<file path="src/rtl/core/dbps_pkg.sv">
package dbps_pkg;

    // Pattern capacity and byte counter width
    localparam int PATTERN_MAX    = 32;
    localparam int OFFSET_BITS    = 32;
    localparam int LEN_W          = $clog2(PATTERN_MAX + 1);
    localparam int MATCH_OFFSET_W = 32;

    // Command codes
    localparam logic [1:0] CMD_LOAD    = 2'd0;
    localparam logic [1:0] CMD_HAY     = 2'd1;
    localparam logic [1:0] CMD_RESTART = 2'd2;

    typedef struct packed {
        logic [1:0] command;
        logic [7:0] data_byte;
        logic       care;
        logic       last;
    } in_beat_t;

    typedef struct packed {
        logic                      match_found;
        logic [MATCH_OFFSET_W-1:0] match_offset;
        logic                      not_found;
        logic                      pattern_overflow;
    } out_beat_t;

    // Per-cycle control broadcast to every cell
    typedef struct packed {
        logic pat_shift;
        logic win_shift;
        logic fill_clear;
    } cell_ctrl_t;

    // What one cell hands to its right-hand neighbour
    typedef struct packed {
        logic [7:0] win;
        logic [7:0] pat;
        logic       care;
        logic       act;
        logic       fill;
    } cell_link_t;

endpackage

</file>
<file path="src/rtl/core/masked_byte_pattern_search_unit.sv">
// Each result beat is registered in the output buffer, via its skid entry while a
// stall holds the main register. Throughput: one input beat per cycle unless stalled,
// set by the combinational compare across the cell row; every input beat gives one
// result beat. A two-entry output buffer lets input run on while one result waits.
// Reset (rst_n low, asynchronous) empties the pattern, closes it, clears the
// search and drops any result beats held in the output buffer.
module masked_byte_pattern_search_unit (
    input  logic               clk,
    input  logic               rst_n,
    input  logic               item_valid,
    output logic               item_stall,
    input  dbps_pkg::in_beat_t  item,
    output logic               result_valid,
    input  logic               result_stall,
    output dbps_pkg::out_beat_t result
);
    import dbps_pkg::*;

    // Search and pattern bookkeeping
    logic                   closed_reg, closed_next;
    logic                   found_reg, found_next;
    logic [OFFSET_BITS-1:0] seen_reg, seen_next;
    logic [LEN_W-1:0]       len_reg, len_next;

    logic       take;
    logic       is_load;
    logic       is_hay;
    logic       is_restart;
    logic       search_restart;
    logic       row_full;
    logic       representable;
    logic       match;
    logic       buf_full;
    cell_ctrl_t ctrl;
    out_beat_t  beat;

    logic [OFFSET_BITS-1:0] seen_inc;
    logic [OFFSET_BITS-1:0] start_offset;

    cell_link_t             link_in  [PATTERN_MAX];
    cell_link_t             link_out [PATTERN_MAX];
    logic [PATTERN_MAX-1:0] ok_vec;

    assign take       = item_valid && !item_stall;
    assign is_load    = take && (item.command == CMD_LOAD);
    assign is_hay     = take && (item.command == CMD_HAY);
    assign is_restart = take && (item.command == CMD_RESTART);

    // A pattern byte, an explicit restart or the final haystack byte restarts the search
    assign search_restart = is_load || is_restart || (is_hay && item.last);

    // The far cell holds an active byte only when the pattern is at capacity
    assign row_full = link_out[PATTERN_MAX-1].act;

    // Pattern bytes shift in at cell 0, so cell p ends up holding the byte that
    // must line up with the window byte p places back from the newest.
    // A closed pattern is replaced: hold only the incoming byte active.
    assign ctrl.pat_shift  = is_load && (closed_reg || !row_full);
    assign ctrl.win_shift  = is_hay;
    assign ctrl.fill_clear = search_restart;

    assign link_in[0].win  = item.data_byte;
    assign link_in[0].pat  = item.data_byte;
    assign link_in[0].care = item.care;
    assign link_in[0].act  = 1'b1;
    assign link_in[0].fill = 1'b1;

    for (genvar p = 1; p < PATTERN_MAX; p++)
    begin : g_link
        always_comb
        begin
            link_in[p]     = link_out[p-1];
            link_in[p].act = link_out[p-1].act && !closed_reg;
        end
    end

    for (genvar p = 0; p < PATTERN_MAX; p++)
    begin : g_cell
        dbps_cell u_cell (
            .clk      (clk),
            .rst_n    (rst_n),
            .ctrl     (ctrl),
            .link_in  (link_in[p]),
            .link_out (link_out[p]),
            .ok       (ok_vec[p])
        );
    end

    // The count stops at all ones; from there no match can complete
    assign representable = (seen_reg != {OFFSET_BITS{1'b1}});
    assign seen_inc      = seen_reg + {{(OFFSET_BITS-1){1'b0}}, 1'b1};
    assign start_offset  = seen_inc - OFFSET_BITS'(len_reg);

    // Each cell's fill bit guards against comparing bytes never delivered
    assign match = is_hay && !found_reg && closed_reg && representable && (&ok_vec);

    always_comb
    begin
        beat                  = '0;
        beat.match_found      = match;
        beat.not_found        = is_hay && item.last && !found_reg && !match;
        beat.pattern_overflow = is_load && !closed_reg && row_full;
        if (match && (len_reg != '0))
        begin
            beat.match_offset = MATCH_OFFSET_W'(start_offset);
        end
    end

    always_comb
    begin
        closed_next = closed_reg;
        len_next    = len_reg;
        found_next  = found_reg;
        seen_next   = seen_reg;

        if (is_load)
        begin
            closed_next = item.last;
            if (closed_reg)
            begin
                len_next = {{(LEN_W-1){1'b0}}, 1'b1};
            end
            else if (!row_full)
            begin
                len_next = len_reg + {{(LEN_W-1){1'b0}}, 1'b1};
            end
        end

        if (search_restart)
        begin
            found_next = 1'b0;
            seen_next  = '0;
        end
        else if (is_hay)
        begin
            if (match)
            begin
                found_next = 1'b1;
            end
            if (representable)
            begin
                seen_next = seen_inc;
            end
        end
    end

    always_ff @(posedge clk or negedge rst_n)
    begin
        if (!rst_n)
        begin
            closed_reg <= 1'b1;
            len_reg    <= '0;
            found_reg  <= 1'b0;
            seen_reg   <= '0;
        end
        else
        begin
            closed_reg <= closed_next;
            len_reg    <= len_next;
            found_reg  <= found_next;
            seen_reg   <= seen_next;
        end
    end

    // Result register plus skid entry; stall input only when both are occupied
    dbps_obuf u_obuf (
        .clk       (clk),
        .rst_n     (rst_n),
        .push      (take),
        .push_data (beat),
        .full      (buf_full),
        .out_valid (result_valid),
        .out_stall (result_stall),
        .out_data  (result)
    );

    assign item_stall = buf_full;

endmodule

</file>
<file path="src/rtl/core/dbps_cell.sv">
module dbps_cell (
    input  logic                clk,
    input  logic                rst_n,
    input  dbps_pkg::cell_ctrl_t ctrl,
    input  dbps_pkg::cell_link_t link_in,
    output dbps_pkg::cell_link_t link_out,
    output logic                ok
);
    import dbps_pkg::*;

    logic [7:0] win_reg, win_next;
    logic [7:0] pat_reg, pat_next;
    logic       care_reg, care_next;
    logic       act_reg, act_next;
    logic       fill_reg, fill_next;

    always_comb
    begin
        win_next  = ctrl.win_shift ? link_in.win : win_reg;
        pat_next  = ctrl.pat_shift ? link_in.pat : pat_reg;
        care_next = ctrl.pat_shift ? link_in.care : care_reg;
        act_next  = ctrl.pat_shift ? link_in.act : act_reg;
        if (ctrl.fill_clear)
        begin
            fill_next = 1'b0;
        end
        else if (ctrl.win_shift)
        begin
            fill_next = link_in.fill;
        end
        else
        begin
            fill_next = fill_reg;
        end
    end

    // Compare against the byte entering this cell on this beat
    assign ok = !act_reg || (link_in.fill && (!care_reg || (pat_reg == link_in.win)));

    always_ff @(posedge clk or negedge rst_n)
    begin
        if (!rst_n)
        begin
            act_reg  <= 1'b0;
            fill_reg <= 1'b0;
        end
        else
        begin
            act_reg  <= act_next;
            fill_reg <= fill_next;
        end
    end

    always_ff @(posedge clk)
    begin
        win_reg  <= win_next;
        pat_reg  <= pat_next;
        care_reg <= care_next;
    end

    assign link_out.win  = win_reg;
    assign link_out.pat  = pat_reg;
    assign link_out.care = care_reg;
    assign link_out.act  = act_reg;
    assign link_out.fill = fill_reg;

endmodule

</file>
<file path="src/rtl/core/dbps_obuf.sv">
module dbps_obuf (
    input  logic               clk,
    input  logic               rst_n,
    input  logic               push,
    input  dbps_pkg::out_beat_t push_data,
    output logic               full,
    output logic               out_valid,
    input  logic               out_stall,
    output dbps_pkg::out_beat_t out_data
);
    import dbps_pkg::*;

    logic      main_valid_reg, main_valid_next;
    logic      skid_valid_reg, skid_valid_next;
    out_beat_t main_reg, main_next;
    out_beat_t skid_reg, skid_next;
    logic      pop;

    assign pop = main_valid_reg && !out_stall;

    always_comb
    begin
        main_valid_next = main_valid_reg;
        skid_valid_next = skid_valid_reg;
        main_next       = main_reg;
        skid_next       = skid_reg;
        if (pop || !main_valid_reg)
        begin
            if (skid_valid_reg)
            begin
                main_next       = skid_reg;
                main_valid_next = 1'b1;
                skid_valid_next = 1'b0;
            end
            else
            begin
                main_next       = push_data;
                main_valid_next = push;
            end
        end
        else if (push)
        begin
            skid_next       = push_data;
            skid_valid_next = 1'b1;
        end
    end

    always_ff @(posedge clk or negedge rst_n)
    begin
        if (!rst_n)
        begin
            main_valid_reg <= 1'b0;
            skid_valid_reg <= 1'b0;
        end
        else
        begin
            main_valid_reg <= main_valid_next;
            skid_valid_reg <= skid_valid_next;
        end
    end

    always_ff @(posedge clk)
    begin
        main_reg <= main_next;
        skid_reg <= skid_next;
    end

    assign full      = skid_valid_reg;
    assign out_valid = main_valid_reg;
    assign out_data  = main_reg;

endmodule

</file>
<file path="config.mk">
export PLATFORM = sky130hd
export DESIGN_NAME = masked_byte_pattern_search_unit
export DESIGN_NICKNAME = d
export VERILOG_FILES = /design/src/rtl/core/dbps_pkg.sv /design/src/rtl/core/masked_byte_pattern_search_unit.sv /design/src/rtl/core/dbps_cell.sv /design/src/rtl/core/dbps_obuf.sv
export SDC_FILE = /design/constraint.sdc
export NUM_CORES = 1
export LEC_CHECK = 0
export ABC_AREA = 1
export CAP_MARGIN = 5
export CORE_MARGIN = 2
export CORE_UTILIZATION = 55
export CTS_CLUSTER_DIAMETER = 200
export DETAILED_ROUTE_END_ITERATION = 12
export DONT_BUFFER_PORTS = 1
export GPL_ROUTABILITY_DRIVEN = 1
export PLACE_DENSITY_LB_ADDON = 0.1
export SYNTH_ARGS = -nofsm -noshare
export SYNTH_HDL_FRONTEND = slang
export SYNTH_SLANG_ARGS = --single-unit
</file>
<file path="constraint.sdc">
create_clock -name clk -period 14.6 [get_ports clk]
set_input_delay 2.92 -clock clk [delete_from_list [all_inputs] [get_ports clk]]
set_output_delay 2.92 -clock clk [all_outputs]
set_load 0.02 [all_outputs]
</file>
==> results <==
- The number of filler instances in the final layout is 3914.
- The maximum cell stage delay along the critical path is 740 ps.
- The average via count per standard cell is 5.17.
- Detailed routing inserted a total of 15900 vias.
- In the finished design, the share of the clock period the worst path needs comes to 38.1%.
- Timing would allow up to 180 MHz.
- The commonest register cell after synthesis is edfxtp_1.
- The clock sink count is 711.
- The final weighted congestion of routability-driven global placement is 0.842.
- In this run the vertical extent of the chip is 233 um.
- In the final routed layout, each cell accounts on average for 16.9 um.
- The number of global-route vias before repair came to 16100.
- Wires add up to 52.1 mm.
- The gate family responsible for the most delay along the worst path is simple AND/OR/NAND/NOR gates.
- The critical path launch point type is an input port.
- The number of buffer cells added on primary ports is 0.
- In this run, synthesis produced a sequential element count of 711.
- The number of flip-flops under the largest register name is 256.
- After clock tree synthesis, the flow added hold-fix buffers numbering 0.
- Setup repair after global routing left no endpoint under its margin.
- For this run, design rule violations remaining after detail routing come to 0.
- The proportion of layout cells with a drive suffix above 1 is 7.45%.
- The core footprint is 51600 um2.
- The library cell used most frequently in the layout, excluding fill and tap cells, is edfxtp_1.
- The post-synthesis async set-or-reset flop share is 14.8%.
- The final number of hold-violating endpoints is 0.
- The post-layout worst setup margin is 9040 ps.
- The H-tree generated during clock tree synthesis spans 3 levels.
- STA classifies the critical path endpoint as a register.
- The number of maximum-capacitance violations is 0.
- The register area share after synthesis is 72.2%.
- The buffer levels on the longest clock path is 3.
- The count of instances resized after the clock tree is built is 0.
- The floorplan step defined a die boundary enclosing 54300 um2.
- The root cell of the clock tree is clkbuf_16.
- For this run, the number of Yosys warnings is 0.
- The clock network burns 36.7% of the power.
- In this run the worst path has a maximum fanout of 30.
- The count of final max-slew check failures is 0.
- The path type of the worst setup path is input port to register.
- Once the floorplan was initialized, standard cells occupied 55.9% of the core.
- The number of distinct library cells after synthesis is 40.
- The count of flip-flops with a built-in enable after synthesis is 606.
- The most frequent cell on the critical path is nand2_1.
- Counting both buffers and inverters, the worst setup path holds a total of 2.
- Between clock sinks in the finished design, the worst skew comes to 25.3 ps.
- Summed over all layers, the global routing overflow is 0.
- VDD sags by at most 89.5 uV.
- In the layout the commonest cells are edfxtp_1 (606), nand2_1 (597), xnor2_1 (231).
- The final setup violation count is 0.
- In this run the remaining antenna-violating nets after routing total 0.
- The HPWL after detailed placement is 33.9 mm.
- TritonCTS built the clock tree.
- The clock period could shrink to 5560 ps.
- The slowest cell on the critical path is nand2_1.
- A synthesized cell averages 12.6 um2.
- The areal power density over the cells is 159 nW/um2.
- The initial antenna violation count is 0.
- The first global-routing pass estimated 83.8 mm of wire.
- Summed over all cells, the static leakage comes to 12.1 nW.
- Cell internal power was estimated by the tool at 0.00368 W.
- The number of buffers created by CTS is 73.
- Timing analysis after detailed placement gives a worst setup slack of 8490 ps.
- 53 I/O pins were placed.
- The cell area that synthesis handed to floorplanning was 28900 um2.
- For the pin with the worst max-slew slack, the measured transition is 1340 ps.
- Measured against its own limit, the worst slew margin works out to 10.5%.
- In this run switching power makes up 27.9% of total power.
- The share of total power in combinational logic is 16.7%.
- The worst endpoint required time is 15090 ps.
- The share of power burned in registers is 46.6%.
- The number of nets in the layout is 2372.
- The number of standard cells after synthesis is 2289.
- The net count of the mapped netlist is 2316.
- For the worst-skew pair, the clock arrives at the later sink with an insertion delay of 600 ps.
- The number of design-rule violations left by the first detailed-router iteration is 1047.
- The critical path goes through nand2_1 -> nor3_4 -> inv_1 -> nand2_1 -> o21ai_1 -> inv_2 -> nand2_2 -> o21ai_0.
- The pin count of the biggest net entering global routing is 188.
- After routing, the total negative slack on setup checks comes to 0 ps.
- The post-CTS setup-driven buffer insertion count is 0.
- The x dimension of the die is 233 um.
- For flop-to-flop paths, the worst setup slack is 10860 ps.
- The pre-antenna-repair detailed-routing pass consisted of 4 iterations.
- The number of diodes is 0.
- The clock slew at the register clock pins of the worst setup and hold paths is 60 ps.
- The area growth from synthesis to final layout is 11.3%.
- The cell row count is 83.
- The run finished with clean final reports.
- The tightest hold path in the finished design has a slack of 448 ps.
- For the worst setup path, the data arrival time is 6050 ps.
- The total global routing track utilization is 19.9%.
- For this design the total switching power over the nets is 0.00143 W.
- The type of the worst min-delay path is register to register.
kinds of logic (layout without fill, tap and decap cells):
| group | after synthesis | count (layout) | synth area share [%] |
|---|---|---|---|
| AND/OR/NAND/NOR | 918 | 918 | 13.1 |
| flip-flops | 711 | 711 | 72.2 |
| XOR/XNOR | 269 | 269 | 8.31 |
| buffers and inverters | 265 | 378 | 3.51 |
| AO/OA/AOI/OAI | 115 | 115 | 2.38 |
| adder cells (fa/ha/maj) | 11 | 11 | 0.503 |
stage by stage:
| stage | total power, W | instance area, um2 | utilization, % | cells |
|---|---|---|---|---|
| 3_3_place_gp | 0.00324 | 29700 | 57.5 | 2950 |
| 3_5_place_dp | 0.00326 | 29700 | 57.5 | 2950 |
| 4_1_cts | 0.00514 | 32100 | 62.3 | 3082 |
| 6_report | 0.00511 | 32100 | 62.3 | 3082 |
| 5_1_grt | 0.00534 | 32100 | 62.3 | 3082 |
| 2_1_floorplan | 0.00301 | 28900 | - | 2289 |
area by class of cell:
| type | instances | area [um2] | area share (%) |
|---|---|---|---|
| well taps | 680 | 851 | 2.65 |
| clock inverters | 37 | 383 | 1.19 |
| multi-input cells | 1313 | 7030 | 21.9 |
| flip-flops and latches | 711 | 20800 | 64.8 |
| repair buffers | 11 | 95.1 | 0.296 |
| clock buffers | 95 | 2060 | 6.40 |
| inverters | 235 | 890 | 2.77 |
synthesized netlist by cell type (2+ instances only):
cell type | number | area, um2
o21ai_0 | 19 | 95.1
ha_1 | 10 | 125
dfrtp_1 | 104 | 2600
inv_2 | 6 | 22.5
xor2_2 | 3 | 48.8
nand4_1 | 13 | 81.3
nor2_1 | 172 | 646
nand2_1 | 597 | 2240
nor2_2 | 17 | 106
nand3_2 | 5 | 50.1
nand2_2 | 12 | 75.1
nor2_4 | 6 | 67.6
xor2_1 | 34 | 298
edfxtp_1 | 606 | 18200
xnor2_1 | 231 | 2020
a21oi_1 | 7 | 35.0
buf_2 | 8 | 40.0
nor3b_1 | 2 | 15.0
nor3_1 | 14 | 70.1
buf_1 | 3 | 11.3
clkinv_1 | 3 | 11.3
clkbuf_1 | 17 | 63.8
o22ai_1 | 82 | 513
o21ai_1 | 3 | 15.0
buf_4 | 2 | 15.0
nand3_1 | 73 | 365
inv_1 | 226 | 848
nand3b_1 | 2 | 15.0
path summary, 6_finish.rpt:
kind	startpoint	endpoint	cells past startpoint
max in group asynchronous	rst_n	closed_reg	0
hold reg to reg	g_cell[14].u_cell.pat_reg[0]	g_cell[15].u_cell.pat_reg[0]	0
setup / recovery	item_valid	seen_reg[12]	8
min in group asynchronous	rst_n	seen_reg[6]	0
setup reg to reg	u_obuf.full	seen_reg[12]	9
hold / removal	g_cell[14].u_cell.pat_reg[0]	g_cell[15].u_cell.pat_reg[0]	0
power by group through the flow:
stage	logic [W]	registers (W)	clock network [W]
2_1_floorplan	0.000594	0.00242	0
6_report	0.000850	0.00238	0.00188
5_1_grt	0.000947	0.00239	0.00200
4_1_cts	0.000839	0.00238	0.00192
3_3_place_gp	0.000820	0.00242	0
3_5_place_dp	0.000835	0.00242	0
routing by layer:
layer | up-vias | wire length [um] | global-route usage [%]
met2 | 307 | 25200 | 32.2
met1 | 7772 | 23200 | 27.4
li1 | 7777 | - | -
met4 | 0 | 1060 | 6.03
met3 | 73 | 2670 | 3.91
met5 | - | 0 | 0
(Power assumes the default switching activity.)
